==> src/hw/rtl/lts_pkg.sv <==
// Shared types, codes and character helpers for the lexer token scanner.
`timescale 1ns / 1ps
`default_nettype none
package lts_pkg;

  localparam int LINE_BITS_DEF   = 20;
  localparam int COLUMN_BITS_DEF = 16;

  localparam int KIND_W = 5;
  localparam int LINE_W = 20;
  localparam int COL_W  = 16;
  localparam int LEN_W  = 16;
  localparam int MANT_W = 32;
  localparam int FRAC_W = 5;

  // token queue depth: room for a two-word push on top of two waiting words
  localparam int QDEPTH = 4;

  localparam logic [KIND_W-1:0] K_EOF     = 5'd0;
  localparam logic [KIND_W-1:0] K_LBRACE  = 5'd1;
  localparam logic [KIND_W-1:0] K_RBRACE  = 5'd2;
  localparam logic [KIND_W-1:0] K_LPAREN  = 5'd3;
  localparam logic [KIND_W-1:0] K_RPAREN  = 5'd4;
  localparam logic [KIND_W-1:0] K_LBRACK  = 5'd5;
  localparam logic [KIND_W-1:0] K_RBRACK  = 5'd6;
  localparam logic [KIND_W-1:0] K_COMMA   = 5'd7;
  localparam logic [KIND_W-1:0] K_COLON   = 5'd8;
  localparam logic [KIND_W-1:0] K_SEMI    = 5'd9;
  localparam logic [KIND_W-1:0] K_DOT     = 5'd10;
  localparam logic [KIND_W-1:0] K_PLUS    = 5'd11;
  localparam logic [KIND_W-1:0] K_MINUS   = 5'd12;
  localparam logic [KIND_W-1:0] K_STAR    = 5'd13;
  localparam logic [KIND_W-1:0] K_SLASH   = 5'd14;
  localparam logic [KIND_W-1:0] K_STRING  = 5'd15;
  localparam logic [KIND_W-1:0] K_COMMENT = 5'd16;
  localparam logic [KIND_W-1:0] K_EOL     = 5'd17;
  localparam logic [KIND_W-1:0] K_SPACING = 5'd18;
  localparam logic [KIND_W-1:0] K_IDENT   = 5'd19;
  localparam logic [KIND_W-1:0] K_NUMBER  = 5'd20;
  localparam logic [KIND_W-1:0] K_UNKNOWN = 5'd21;

  localparam logic [7:0] CH_NUL    = 8'h00;
  localparam logic [7:0] CH_TAB    = 8'h09;
  localparam logic [7:0] CH_LF     = 8'h0A;
  localparam logic [7:0] CH_VT     = 8'h0B;
  localparam logic [7:0] CH_FF     = 8'h0C;
  localparam logic [7:0] CH_CR     = 8'h0D;
  localparam logic [7:0] CH_SPACE  = 8'h20;
  localparam logic [7:0] CH_DQ     = 8'h22;
  localparam logic [7:0] CH_SQ     = 8'h27;
  localparam logic [7:0] CH_LPAREN = 8'h28;
  localparam logic [7:0] CH_RPAREN = 8'h29;
  localparam logic [7:0] CH_STAR   = 8'h2A;
  localparam logic [7:0] CH_PLUS   = 8'h2B;
  localparam logic [7:0] CH_COMMA  = 8'h2C;
  localparam logic [7:0] CH_MINUS  = 8'h2D;
  localparam logic [7:0] CH_DOT    = 8'h2E;
  localparam logic [7:0] CH_SLASH  = 8'h2F;
  localparam logic [7:0] CH_0      = 8'h30;
  localparam logic [7:0] CH_9      = 8'h39;
  localparam logic [7:0] CH_COLON  = 8'h3A;
  localparam logic [7:0] CH_SEMI   = 8'h3B;
  localparam logic [7:0] CH_UC_A   = 8'h41;
  localparam logic [7:0] CH_UC_Z   = 8'h5A;
  localparam logic [7:0] CH_LBRACK = 8'h5B;
  localparam logic [7:0] CH_BSLASH = 8'h5C;
  localparam logic [7:0] CH_RBRACK = 8'h5D;
  localparam logic [7:0] CH_US     = 8'h5F;
  localparam logic [7:0] CH_LC_A   = 8'h61;
  localparam logic [7:0] CH_LC_F   = 8'h66;
  localparam logic [7:0] CH_LC_Z   = 8'h7A;
  localparam logic [7:0] CH_LBRACE = 8'h7B;
  localparam logic [7:0] CH_RBRACE = 8'h7D;

  localparam logic [FRAC_W-1:0] FRAC_MAX = 5'd31;

  typedef enum logic [3:0] {
    M_IDLE,
    M_SLASH,
    M_LINECOM,
    M_BLOCK,
    M_STR_DQ,
    M_STR_SQ,
    M_EOL,
    M_SPACE,
    M_IDENT,
    M_NUM_INT,
    M_NUM_FRAC
  } mode_t;

  typedef struct packed {
    logic [KIND_W-1:0] kind;
    logic [LINE_W-1:0] line;
    logic [COL_W-1:0]  col;
    logic [LEN_W-1:0]  len;
    logic [MANT_W-1:0] mant;
    logic [FRAC_W-1:0] frac;
    logic              last;
  } tok_t;

  // tokens caused by one byte, oldest in t0
  typedef struct packed {
    logic [1:0] n;
    tok_t       t0;
    tok_t       t1;
  } push_t;

  function automatic logic is_eol(input logic [7:0] c);
    return (c == CH_CR) || (c == CH_LF);
  endfunction

  function automatic logic is_space(input logic [7:0] c);
    return (c == CH_SPACE) || (c == CH_TAB) || (c == CH_VT) || (c == CH_FF);
  endfunction

  function automatic logic is_letter(input logic [7:0] c);
    return ((c >= CH_LC_A) && (c <= CH_LC_Z)) || ((c >= CH_UC_A) && (c <= CH_UC_Z));
  endfunction

  function automatic logic is_digit(input logic [7:0] c);
    return (c >= CH_0) && (c <= CH_9);
  endfunction

  function automatic logic [KIND_W-1:0] punct_kind(input logic [7:0] c);
    logic [KIND_W-1:0] k;
    unique case (c)
      CH_LBRACE: k = K_LBRACE;
      CH_RBRACE: k = K_RBRACE;
      CH_LPAREN: k = K_LPAREN;
      CH_RPAREN: k = K_RPAREN;
      CH_LBRACK: k = K_LBRACK;
      CH_RBRACK: k = K_RBRACK;
      CH_COMMA:  k = K_COMMA;
      CH_COLON:  k = K_COLON;
      CH_SEMI:   k = K_SEMI;
      CH_DOT:    k = K_DOT;
      CH_PLUS:   k = K_PLUS;
      CH_MINUS:  k = K_MINUS;
      CH_STAR:   k = K_STAR;
      default:   k = K_EOF;
    endcase
    return k;
  endfunction

  function automatic logic [LEN_W-1:0] len_inc(input logic [LEN_W-1:0] v);
    return (v == '1) ? v : v + 1'b1;
  endfunction

  // m*10 + digit as shifts and adds, saturating at all ones
  function automatic logic [MANT_W-1:0] add_digit(input logic [MANT_W-1:0] m,
                                                  input logic [7:0] c);
    logic [MANT_W+3:0] t;
    t = ((MANT_W+4)'(m) << 3) + ((MANT_W+4)'(m) << 1) + (MANT_W+4)'(c - CH_0);
    return (t[MANT_W+3:MANT_W] != '0) ? '1 : t[MANT_W-1:0];
  endfunction

endpackage
`default_nettype wire

==> src/hw/rtl/lts_scan.sv <==
// Scanner state and per-byte token decode.
`timescale 1ns / 1ps
`default_nettype none
module lts_scan #(
  parameter int LINE_BITS   = lts_pkg::LINE_BITS_DEF,
  parameter int COLUMN_BITS = lts_pkg::COLUMN_BITS_DEF
) (
  input  wire logic          clk,
  input  wire logic          rst_n,
  input  wire logic          advance,
  input  wire logic [7:0]    char_code,
  output lts_pkg::push_t     push
);
  import lts_pkg::*;

  localparam int LXW = (LINE_BITS > LINE_W) ? LINE_BITS : LINE_W;
  localparam int CXW = (COLUMN_BITS > COL_W) ? COLUMN_BITS : COL_W;

  function automatic logic [LINE_BITS-1:0] line_inc(input logic [LINE_BITS-1:0] v);
    return (v == '1) ? v : v + 1'b1;
  endfunction

  function automatic logic [COLUMN_BITS-1:0] col_inc(input logic [COLUMN_BITS-1:0] v);
    return (v == '1) ? v : v + 1'b1;
  endfunction

  function automatic logic [LINE_W-1:0] line_out(input logic [LINE_BITS-1:0] v);
    logic [LXW-1:0] e;
    e = LXW'(v);
    return e[LINE_W-1:0];
  endfunction

  function automatic logic [COL_W-1:0] col_out(input logic [COLUMN_BITS-1:0] v);
    logic [CXW-1:0] e;
    e = CXW'(v);
    return e[COL_W-1:0];
  endfunction

  mode_t                  mode_r, mode_s, mode_nxt;
  logic [KIND_W-1:0]      kind_r, kind_s, kind_nxt;
  logic [LINE_W-1:0]      pline_r, pline_s, pline_nxt;
  logic [COL_W-1:0]       pcol_r, pcol_s, pcol_nxt;
  logic [LEN_W-1:0]       plen_r, plen_s, plen_nxt;
  logic [LINE_BITS-1:0]   line_r, line_s, line_nxt;
  logic [COLUMN_BITS-1:0] col_r, col_s, col_nxt;
  logic [MANT_W-1:0]      mant_r, mant_s, mant_nxt;
  logic [FRAC_W-1:0]      frac_r, frac_s, frac_nxt;
  logic                   esc_r, esc_s, esc_nxt;
  logic                   star_r, star_s, star_nxt;
  logic [7:0]             feol_r, feol_s, feol_nxt;
  logic                   pend_emit, restart;
  logic [7:0]             c;

  assign c = char_code;

  // Continue the open token or close it; unless this byte ends it, ask for a fresh start.
  always_comb begin
    mode_s    = mode_r;
    kind_s    = kind_r;
    pline_s   = pline_r;
    pcol_s    = pcol_r;
    plen_s    = plen_r;
    line_s    = line_r;
    col_s     = col_r;
    mant_s    = mant_r;
    frac_s    = frac_r;
    esc_s     = esc_r;
    star_s    = star_r;
    feol_s    = feol_r;
    pend_emit = 1'b0;
    restart   = 1'b0;
    unique case (mode_r)
      M_SLASH: begin
        if (c == CH_SLASH) begin
          kind_s = K_COMMENT;
          mode_s = M_LINECOM;
          plen_s = len_inc(plen_r);
          col_s  = col_inc(col_r);
        end else if (c == CH_STAR) begin
          kind_s = K_COMMENT;
          mode_s = M_BLOCK;
          star_s = 1'b0;
          feol_s = CH_NUL;
          plen_s = len_inc(plen_r);
          col_s  = col_inc(col_r);
        end else begin
          pend_emit = 1'b1;
          restart   = 1'b1;
        end
      end
      M_LINECOM: begin
        if (c != CH_NUL && !is_eol(c)) begin
          plen_s = len_inc(plen_r);
          col_s  = col_inc(col_r);
        end else begin
          pend_emit = 1'b1;
          restart   = 1'b1;
        end
      end
      M_BLOCK: begin
        if (c == CH_NUL) begin
          pend_emit = 1'b1;
          restart   = 1'b1;
        end else begin
          plen_s = len_inc(plen_r);
          col_s  = col_inc(col_r);
          if (star_r && c == CH_SLASH) begin
            pend_emit = 1'b1;
          end else begin
            star_s = (c == CH_STAR);
            if (is_eol(c)) begin
              // second byte of a CR/LF or LF/CR pair counts no new line
              if (feol_r != CH_NUL && c != feol_r) begin
                feol_s = CH_NUL;
              end else begin
                line_s = line_inc(line_r);
                feol_s = c;
              end
            end else begin
              feol_s = CH_NUL;
            end
          end
        end
      end
      M_STR_DQ, M_STR_SQ: begin
        if (c == CH_NUL) begin
          pend_emit = 1'b1;
          restart   = 1'b1;
        end else begin
          col_s = col_inc(col_r);
          if (esc_r) begin
            esc_s  = 1'b0;
            plen_s = len_inc(plen_r);
          end else if (c == ((mode_r == M_STR_DQ) ? CH_DQ : CH_SQ)) begin
            pend_emit = 1'b1;
          end else begin
            if (c == CH_BSLASH) esc_s = 1'b1;
            plen_s = len_inc(plen_r);
          end
        end
      end
      M_EOL: begin
        feol_s    = CH_NUL;
        pend_emit = 1'b1;
        if (is_eol(c) && c != feol_r) begin
          plen_s = len_inc(plen_r);
        end else begin
          restart = 1'b1;
        end
      end
      M_SPACE: begin
        if (is_space(c)) begin
          plen_s = len_inc(plen_r);
          col_s  = col_inc(col_r);
        end else begin
          pend_emit = 1'b1;
          restart   = 1'b1;
        end
      end
      M_IDENT: begin
        if (is_letter(c) || is_digit(c) || c == CH_US) begin
          plen_s = len_inc(plen_r);
          col_s  = col_inc(col_r);
        end else begin
          pend_emit = 1'b1;
          restart   = 1'b1;
        end
      end
      M_NUM_INT, M_NUM_FRAC: begin
        if (is_digit(c)) begin
          if (mode_r == M_NUM_INT) begin
            mant_s = add_digit(mant_r, c);
          end else if (frac_r < FRAC_MAX) begin
            mant_s = add_digit(mant_r, c);
            frac_s = frac_r + 1'b1;
          end
          plen_s = len_inc(plen_r);
          col_s  = col_inc(col_r);
        end else if (c == CH_DOT && mode_r == M_NUM_INT) begin
          mode_s = M_NUM_FRAC;
          plen_s = len_inc(plen_r);
          col_s  = col_inc(col_r);
        end else if (c == CH_LC_F) begin
          plen_s    = len_inc(plen_r);
          col_s     = col_inc(col_r);
          pend_emit = 1'b1;
        end else begin
          pend_emit = 1'b1;
          restart   = 1'b1;
        end
      end
      default: begin
        restart = 1'b1;
      end
    endcase
  end

  // Emit the closed token, then, on a fresh start, begin a new one from this byte.
  always_comb begin
    tok_t ptok;
    tok_t btok;
    logic bemit;
    mode_nxt  = pend_emit ? M_IDLE : mode_s;
    kind_nxt  = kind_s;
    pline_nxt = pline_s;
    pcol_nxt  = pcol_s;
    plen_nxt  = plen_s;
    line_nxt  = line_s;
    col_nxt   = col_s;
    mant_nxt  = mant_s;
    frac_nxt  = frac_s;
    esc_nxt   = esc_s;
    star_nxt  = star_s;
    feol_nxt  = feol_s;
    push      = '0;
    bemit     = 1'b0;

    ptok      = '0;
    ptok.kind = kind_s;
    ptok.line = pline_s;
    ptok.col  = pcol_s;
    ptok.len  = plen_s;
    ptok.mant = (kind_s == K_NUMBER) ? mant_s : '0;
    ptok.frac = (kind_s == K_NUMBER) ? frac_s : '0;
    if (pend_emit) begin
      push.t0 = ptok;
      push.n  = 2'd1;
    end

    btok      = '0;
    btok.line = line_out(line_s);
    btok.col  = col_out(col_s);
    btok.len  = LEN_W'(1);
    if (restart) begin
      pline_nxt = line_out(line_s);
      pcol_nxt  = col_out(col_s);
      plen_nxt  = LEN_W'(1);
      mant_nxt  = '0;
      frac_nxt  = '0;
      esc_nxt   = 1'b0;
      star_nxt  = 1'b0;
      feol_nxt  = CH_NUL;
      mode_nxt  = M_IDLE;
      priority if (c == CH_NUL) begin
        btok.kind = K_EOF;
        btok.len  = '0;
        bemit     = 1'b1;
        kind_nxt  = K_EOF;
        pline_nxt = '0;
        pcol_nxt  = '0;
        plen_nxt  = '0;
        line_nxt  = '0;
        col_nxt   = '0;
      end else if (punct_kind(c) != K_EOF) begin
        btok.kind = punct_kind(c);
        bemit     = 1'b1;
        col_nxt   = col_inc(col_s);
      end else if (c == CH_SLASH) begin
        kind_nxt = K_SLASH;
        mode_nxt = M_SLASH;
        col_nxt  = col_inc(col_s);
      end else if (c == CH_DQ || c == CH_SQ) begin
        kind_nxt = K_STRING;
        plen_nxt = '0;
        mode_nxt = (c == CH_DQ) ? M_STR_DQ : M_STR_SQ;
        col_nxt  = col_inc(col_s);
      end else if (is_eol(c)) begin
        kind_nxt = K_EOL;
        mode_nxt = M_EOL;
        feol_nxt = c;
        line_nxt = line_inc(line_s);
        col_nxt  = '0;
      end else if (is_space(c)) begin
        kind_nxt = K_SPACING;
        mode_nxt = M_SPACE;
        col_nxt  = col_inc(col_s);
      end else if (is_letter(c)) begin
        kind_nxt = K_IDENT;
        mode_nxt = M_IDENT;
        col_nxt  = col_inc(col_s);
      end else if (is_digit(c)) begin
        kind_nxt = K_NUMBER;
        mode_nxt = M_NUM_INT;
        mant_nxt = add_digit('0, c);
        col_nxt  = col_inc(col_s);
      end else begin
        btok.kind = K_UNKNOWN;
        bemit     = 1'b1;
        col_nxt   = col_inc(col_s);
      end
    end

    if (bemit) begin
      if (push.n == 2'd0) begin
        push.t0 = btok;
        push.n  = 2'd1;
      end else begin
        push.t1 = btok;
        push.n  = 2'd2;
      end
    end

    if (push.n == 2'd2) begin
      push.t1.last = 1'b1;
    end else if (push.n == 2'd1) begin
      push.t0.last = 1'b1;
    end
  end

  always_ff @(posedge clk) begin
    if (!rst_n) begin
      mode_r  <= M_IDLE;
      kind_r  <= K_EOF;
      pline_r <= '0;
      pcol_r  <= '0;
      plen_r  <= '0;
      line_r  <= '0;
      col_r   <= '0;
      mant_r  <= '0;
      frac_r  <= '0;
      esc_r   <= 1'b0;
      star_r  <= 1'b0;
      feol_r  <= CH_NUL;
    end else if (advance) begin
      mode_r  <= mode_nxt;
      kind_r  <= kind_nxt;
      pline_r <= pline_nxt;
      pcol_r  <= pcol_nxt;
      plen_r  <= plen_nxt;
      line_r  <= line_nxt;
      col_r   <= col_nxt;
      mant_r  <= mant_nxt;
      frac_r  <= frac_nxt;
      esc_r   <= esc_nxt;
      star_r  <= star_nxt;
      feol_r  <= feol_nxt;
    end
  end

endmodule
`default_nettype wire

==> src/hw/rtl/lts_queue.sv <==
// Small token queue: takes up to two tokens a cycle, hands out one.
`timescale 1ns / 1ps
`default_nettype none
module lts_queue (
  input  wire logic          clk,
  input  wire logic          rst_n,
  input  wire logic          push_en,
  input  lts_pkg::push_t     push,
  input  wire logic          pop,
  output lts_pkg::tok_t      head,
  output logic               not_empty,
  output logic               room2
);
  import lts_pkg::*;

  localparam int PW = $clog2(QDEPTH);
  localparam int CW = $clog2(QDEPTH + 1);

  tok_t          mem [QDEPTH];
  logic [PW-1:0] wp_r, wp_nxt, rp_r, rp_nxt;
  logic [CW-1:0] cnt_r, cnt_nxt;
  logic [1:0]    npush;

  assign npush     = push_en ? push.n : 2'd0;
  assign head      = mem[rp_r];
  assign not_empty = (cnt_r != '0);
  assign room2     = (cnt_r <= CW'(QDEPTH - 2));

  always_comb begin
    wp_nxt  = wp_r + PW'(npush);
    rp_nxt  = pop ? rp_r + 1'b1 : rp_r;
    cnt_nxt = cnt_r + CW'(npush) - CW'(pop);
  end

  always_ff @(posedge clk) begin
    if (npush != 2'd0) mem[wp_r] <= push.t0;
    if (npush == 2'd2) mem[wp_r + 1'b1] <= push.t1;
  end

  always_ff @(posedge clk) begin
    if (!rst_n) begin
      wp_r  <= '0;
      rp_r  <= '0;
      cnt_r <= '0;
    end else begin
      wp_r  <= wp_nxt;
      rp_r  <= rp_nxt;
      cnt_r <= cnt_nxt;
    end
  end

endmodule
`default_nettype wire

==> src/hw/rtl/lexer_token_scanner_top.sv <==
// Lexer token scanner top level: input register, scanner and token queue.
// A taken byte waits in the input register; its tokens then go into the queue.
// Throughput: one byte per cycle while the consumer keeps up; a byte that closes
// one token and is a one-byte token pushes two words; the queue drains one a cycle.
// The input register holds while the four-entry token queue lacks room for two.
// Reset (rst_n low, synchronous) clears the scanner to line 0, column 0 and
// empties the queue; a zero byte also returns the scanner to that state.
`timescale 1ns / 1ps
`default_nettype none
module lexer_token_scanner_top #(
  parameter int LINE_BITS   = lts_pkg::LINE_BITS_DEF,
  parameter int COLUMN_BITS = lts_pkg::COLUMN_BITS_DEF
) (
  input  wire logic                        clk,
  input  wire logic                        rst_n,
  input  wire logic                        in_valid,
  output logic                             in_stall,
  input  wire logic [7:0]                  in_char_code,
  output logic                             out_valid,
  input  wire logic                        out_stall,
  output logic [lts_pkg::KIND_W-1:0]       out_token_kind,
  output logic [lts_pkg::LINE_W-1:0]       out_start_line,
  output logic [lts_pkg::COL_W-1:0]        out_start_column,
  output logic [lts_pkg::LEN_W-1:0]        out_token_length,
  output logic [lts_pkg::MANT_W-1:0]       out_number_mantissa,
  output logic [lts_pkg::FRAC_W-1:0]       out_fraction_digits,
  output logic                             out_last
);
  import lts_pkg::*;

  logic       hold_r, hold_nxt;
  logic [7:0] byte_r;
  logic       advance, room2, in_take, pop;
  push_t      push;
  tok_t       head;

  // Advance the held byte into the scanner only when both of its tokens fit.
  assign advance  = hold_r && room2;
  assign in_stall = hold_r && !room2;
  assign in_take  = in_valid && !in_stall;

  always_comb begin
    hold_nxt = hold_r;
    if (in_take) begin
      hold_nxt = 1'b1;
    end else if (advance) begin
      hold_nxt = 1'b0;
    end
  end

  always_ff @(posedge clk) begin
    if (!rst_n) begin
      hold_r <= 1'b0;
    end else begin
      hold_r <= hold_nxt;
    end
  end

  // Payload needs no reset; hold it while the stage is stalled.
  always_ff @(posedge clk) begin
    if (in_take) byte_r <= in_char_code;
  end

  lts_scan #(
    .LINE_BITS   (LINE_BITS),
    .COLUMN_BITS (COLUMN_BITS)
  ) u_scan (
    .clk       (clk),
    .rst_n     (rst_n),
    .advance   (advance),
    .char_code (byte_r),
    .push      (push)
  );

  // Drop a word from the queue when the consumer takes it.
  assign pop = out_valid && !out_stall;

  lts_queue u_queue (
    .clk       (clk),
    .rst_n     (rst_n),
    .push_en   (advance),
    .push      (push),
    .pop       (pop),
    .head      (head),
    .not_empty (out_valid),
    .room2     (room2)
  );

  assign out_token_kind      = head.kind;
  assign out_start_line      = head.line;
  assign out_start_column    = head.col;
  assign out_token_length    = head.len;
  assign out_number_mantissa = head.mant;
  assign out_fraction_digits = head.frac;
  assign out_last            = head.last;

endmodule
`default_nettype wire

==> config.mk <==
export PLATFORM = sky130hd
export DESIGN_NAME = lexer_token_scanner_top
export DESIGN_NICKNAME = d
export VERILOG_FILES = /design/src/hw/rtl/lts_pkg.sv /design/src/hw/rtl/lts_scan.sv /design/src/hw/rtl/lts_queue.sv /design/src/hw/rtl/lexer_token_scanner_top.sv
export SDC_FILE = /design/constraint.sdc
export NUM_CORES = 1
export LEC_CHECK = 0
export ABC_AREA = 1
export BUFFER_PORTS_ARGS = -buffer_cell sky130_fd_sc_hd__buf_2
export CORE_AREA = 2 2 232 234
export CTS_BUF_LIST = sky130_fd_sc_hd__clkbuf_8 sky130_fd_sc_hd__clkbuf_16
export DETAILED_ROUTE_END_ITERATION = 6
export DIE_AREA = 0 0 234 236
export PLACE_DENSITY = 0.75
export SYNTH_ARGS = -nofsm -noshare
export SYNTH_HDL_FRONTEND = slang
export SYNTH_SLANG_ARGS = --single-unit
==> constraint.sdc <==
create_clock -name clk -period 13.9 [get_ports clk]
set_clock_uncertainty 0.15 [all_clocks]
set_input_delay 1.39 -clock clk [delete_from_list [all_inputs] [get_ports clk]]
set_output_delay 1.39 -clock clk [all_outputs]
set_load 0.1 [all_outputs]
==> results.ini <==
[timing]
hold_violations = 0
fmax_mhz = 160.2
drv_slew = 0
setup_viol = 0
worst_pin_slew_ps = 1234
finalCritPeriodShare = 0.4490
worst_slack_ps = 7660
rsz0062_at_grt = no
maxSlewHeadroom = 0.1771
fin_setup_tns_ps = 0
finalCriticalPeriod_ps = 6241

[cells_and_area]
drive_gt1_frac = 0.09517
post-route-util = 0.6336
fill_cells = 4749
fin_area_um2 = 33620
nets = 4210
syn2layout_area_growth_pct = 8.987

[global_route]
overflow = 0
grt_max_degree = 99
grt_pass1_wl_um = 150400
grt_use_total = 0.3402
grt_pass1_vias = 27263
antenna_found_initial = 3

[yosys]
synth_nets = 4246
yosysTopAreaCellShare = 0.2349
synth-edff-count = 180
yosysTopAreaCell = dfxtp_1
ys.flop_type = dfxtp_1
synth.most_common_cell = nand2_1
avgSynthCellArea_um2 = 7.438
syn-cell-area_um2 = 30850
syn_inst = 4148
async_reset_ff_frac = 0
yosys-top-cells-area = dfxtp_1 (23%), edfxtp_1 (18%), nand2_1 (11%)
synth_seq_cells = 542
synth_common_cells = nand2_1 (868), o21ai_0 (501), nor2_1 (399)
synthDistinctLibCells = 71
yosysWarnings = 0
ys_seq_area_frac = 0.4101

[clocking]
cts_tree = done
cts_hold_buffers = 0
cts.path.max_buffers = 3
worst_setup_hold_path_clk_slew_ps = 60
cts_setup_buffers = 0
root_buffer = clkbuf_16
clk_latency_ps = 630
htreeDepth = 2
cts_buffers = 57
cts.sinks = 542
cts_resized = 0

[place]
globalplace.congestion = 1.014
portBuffers = 108
dp_hpwl_um = 61400
dpl_worst_slack_ps = 7764
placed_cell_area_um2 = 31580

[route]
wl_per_cell_um = 19.88
via_per_inst = 6.228
drt.antenna.violating_nets = 0
firstDrtPassIters = 6
drtIter0Drc = 4143
wirelength_um = 96560
post-route-drc-count = 0
vias = 30254

[outcome]
outcome = finished clean

[hold_path]
worstHoldPathCells = 2
hold_class = reg2reg

[setup_path]
cp_data_arrival_time_ps = 6550
path_max_fanout = 32
worstSetupStartpointType = register
end_kind = register
critPathKind = reg2reg
cp.required_ps = 14210
reg2regPathDepth = 19

[power]
max-vdd-ir-drop_v = 0.0001572
power.density_nw_per_um2 = 172.2
p_leak_uw = 0.01279

[die]
fp-row-count = 85
dieHeight_um = 236
die_w_um = 234
ios = 109
dieArea_um2 = 55220
core-area_um2 = 53070
start_util = 0.5813

[flow_run]
maxCapViolCount = 0

through the flow:
step           total power, µW  cells  hold slack (ps)
6_report                  5791   4858            301.5
5_1_grt                   5978   4857            317.3
4_1_cts                   5753   4857            302.1
3_5_place_dp              4135   4749            286.0
3_3_place_gp              4132   4749            281.6
2_1_floorplan             3606   4148            270.8
critical path, cell delays in order (launching register included):
cell and delay [ps]:
edfxtp_1 510, ha_1 360, nor2_4 850, fa_1 570
ha_1 350, a21oi_1 210, o21ai_0 140, a21oi_1 130
o21ai_0 120, a21oi_1 340, o21ai_1 150, a21oi_1 250
o21ai_0 110, nand2_1 70, nand2_1 60, nor2_2 830
and2_0 420, nand2_1 120, nand3_1 170, o21ai_0 100
area by class of cell:
type | instances | area [µm²] | area share
Sequential cell | 542 | 12660 | 0.3764
Timing Repair Buffer | 137 | 758.2 | 0.02255
Antenna cell | 1 | 2.502 | 0.00007442
Tap cell | 696 | 870.8 | 0.02590
Clock buffer | 67 | 1575 | 0.04685
Inverter | 366 | 1380 | 0.04104
Multi-Input combinational cell | 3008 | 15910 | 0.4732
Clock inverter | 41 | 469.2 | 0.01395
worst paths after layout:
kind | from | end | slack, ps
worst max register to register | byte_r[4] | u_queue.mem[1][24] | 7660
worst min-delay path | u_queue.mem[2][43] | u_queue.mem[2][43] | 300
worst min register to register | u_queue.mem[2][43] | u_queue.mem[2][43] | 300
worst max-delay path | byte_r[4] | u_queue.mem[1][24] | 7660
power breakdown:
part,switching (µW),internal [µW],total (µW)
registers,61.2,1710,1770
clock network,674,964,1640
logic,2000,382,2380
total,2730,3060,5790
flip-flops by register name (all words and copies together), names as in the netlist, 8 cells and up, named ones only:
signal and count:
u_scan.line_r 20, u_scan.pcol_r 16, u_scan.pline_r 20, u_scan.mant_r 32, u_scan.feol_r 8, u_scan.col_r 16, u_queue.mem 380, u_scan.plen_r 16
byte_r 8
metal layers:
metal,part of all wire,vias up,global-route usage
li1,-,14239,-
met1,0.43,14190,0.5018
met2,0.43,1647,0.5028
met3,0.12,176,0.07507
met4,0.021,2,0.08842
met5,0.00010,-,0
kinds of logic (layout without fill, tap and decap cells):
group                      count (synthesis)  count (layout)  synth area share
DFF                                      542             542            0.4101
xor gates and xnor gates                  56              56           0.01638
muxes                                      2               2         0.0006489
and+or+nand+nor                         1688            1688            0.2358
AOI/OAI and AO/OA                       1176            1176            0.2186
buffers and inverters                    598             611           0.07580
other                                      0               1                 0
adders and majority gates                 86              86           0.04267
layout by cell type (no fill, tap or decap), types with 108 or more instances in the layout:
cell      instances
nand3_1         194
edfxtp_1        180
nand2_1         860
nor2_1          397
a21oi_1         221
o22ai_1         274
o21ai_0         501
dfxtp_1         360
buf_2           108
inv_1           325
Note: power is estimated with default switching activity, not from simulation.
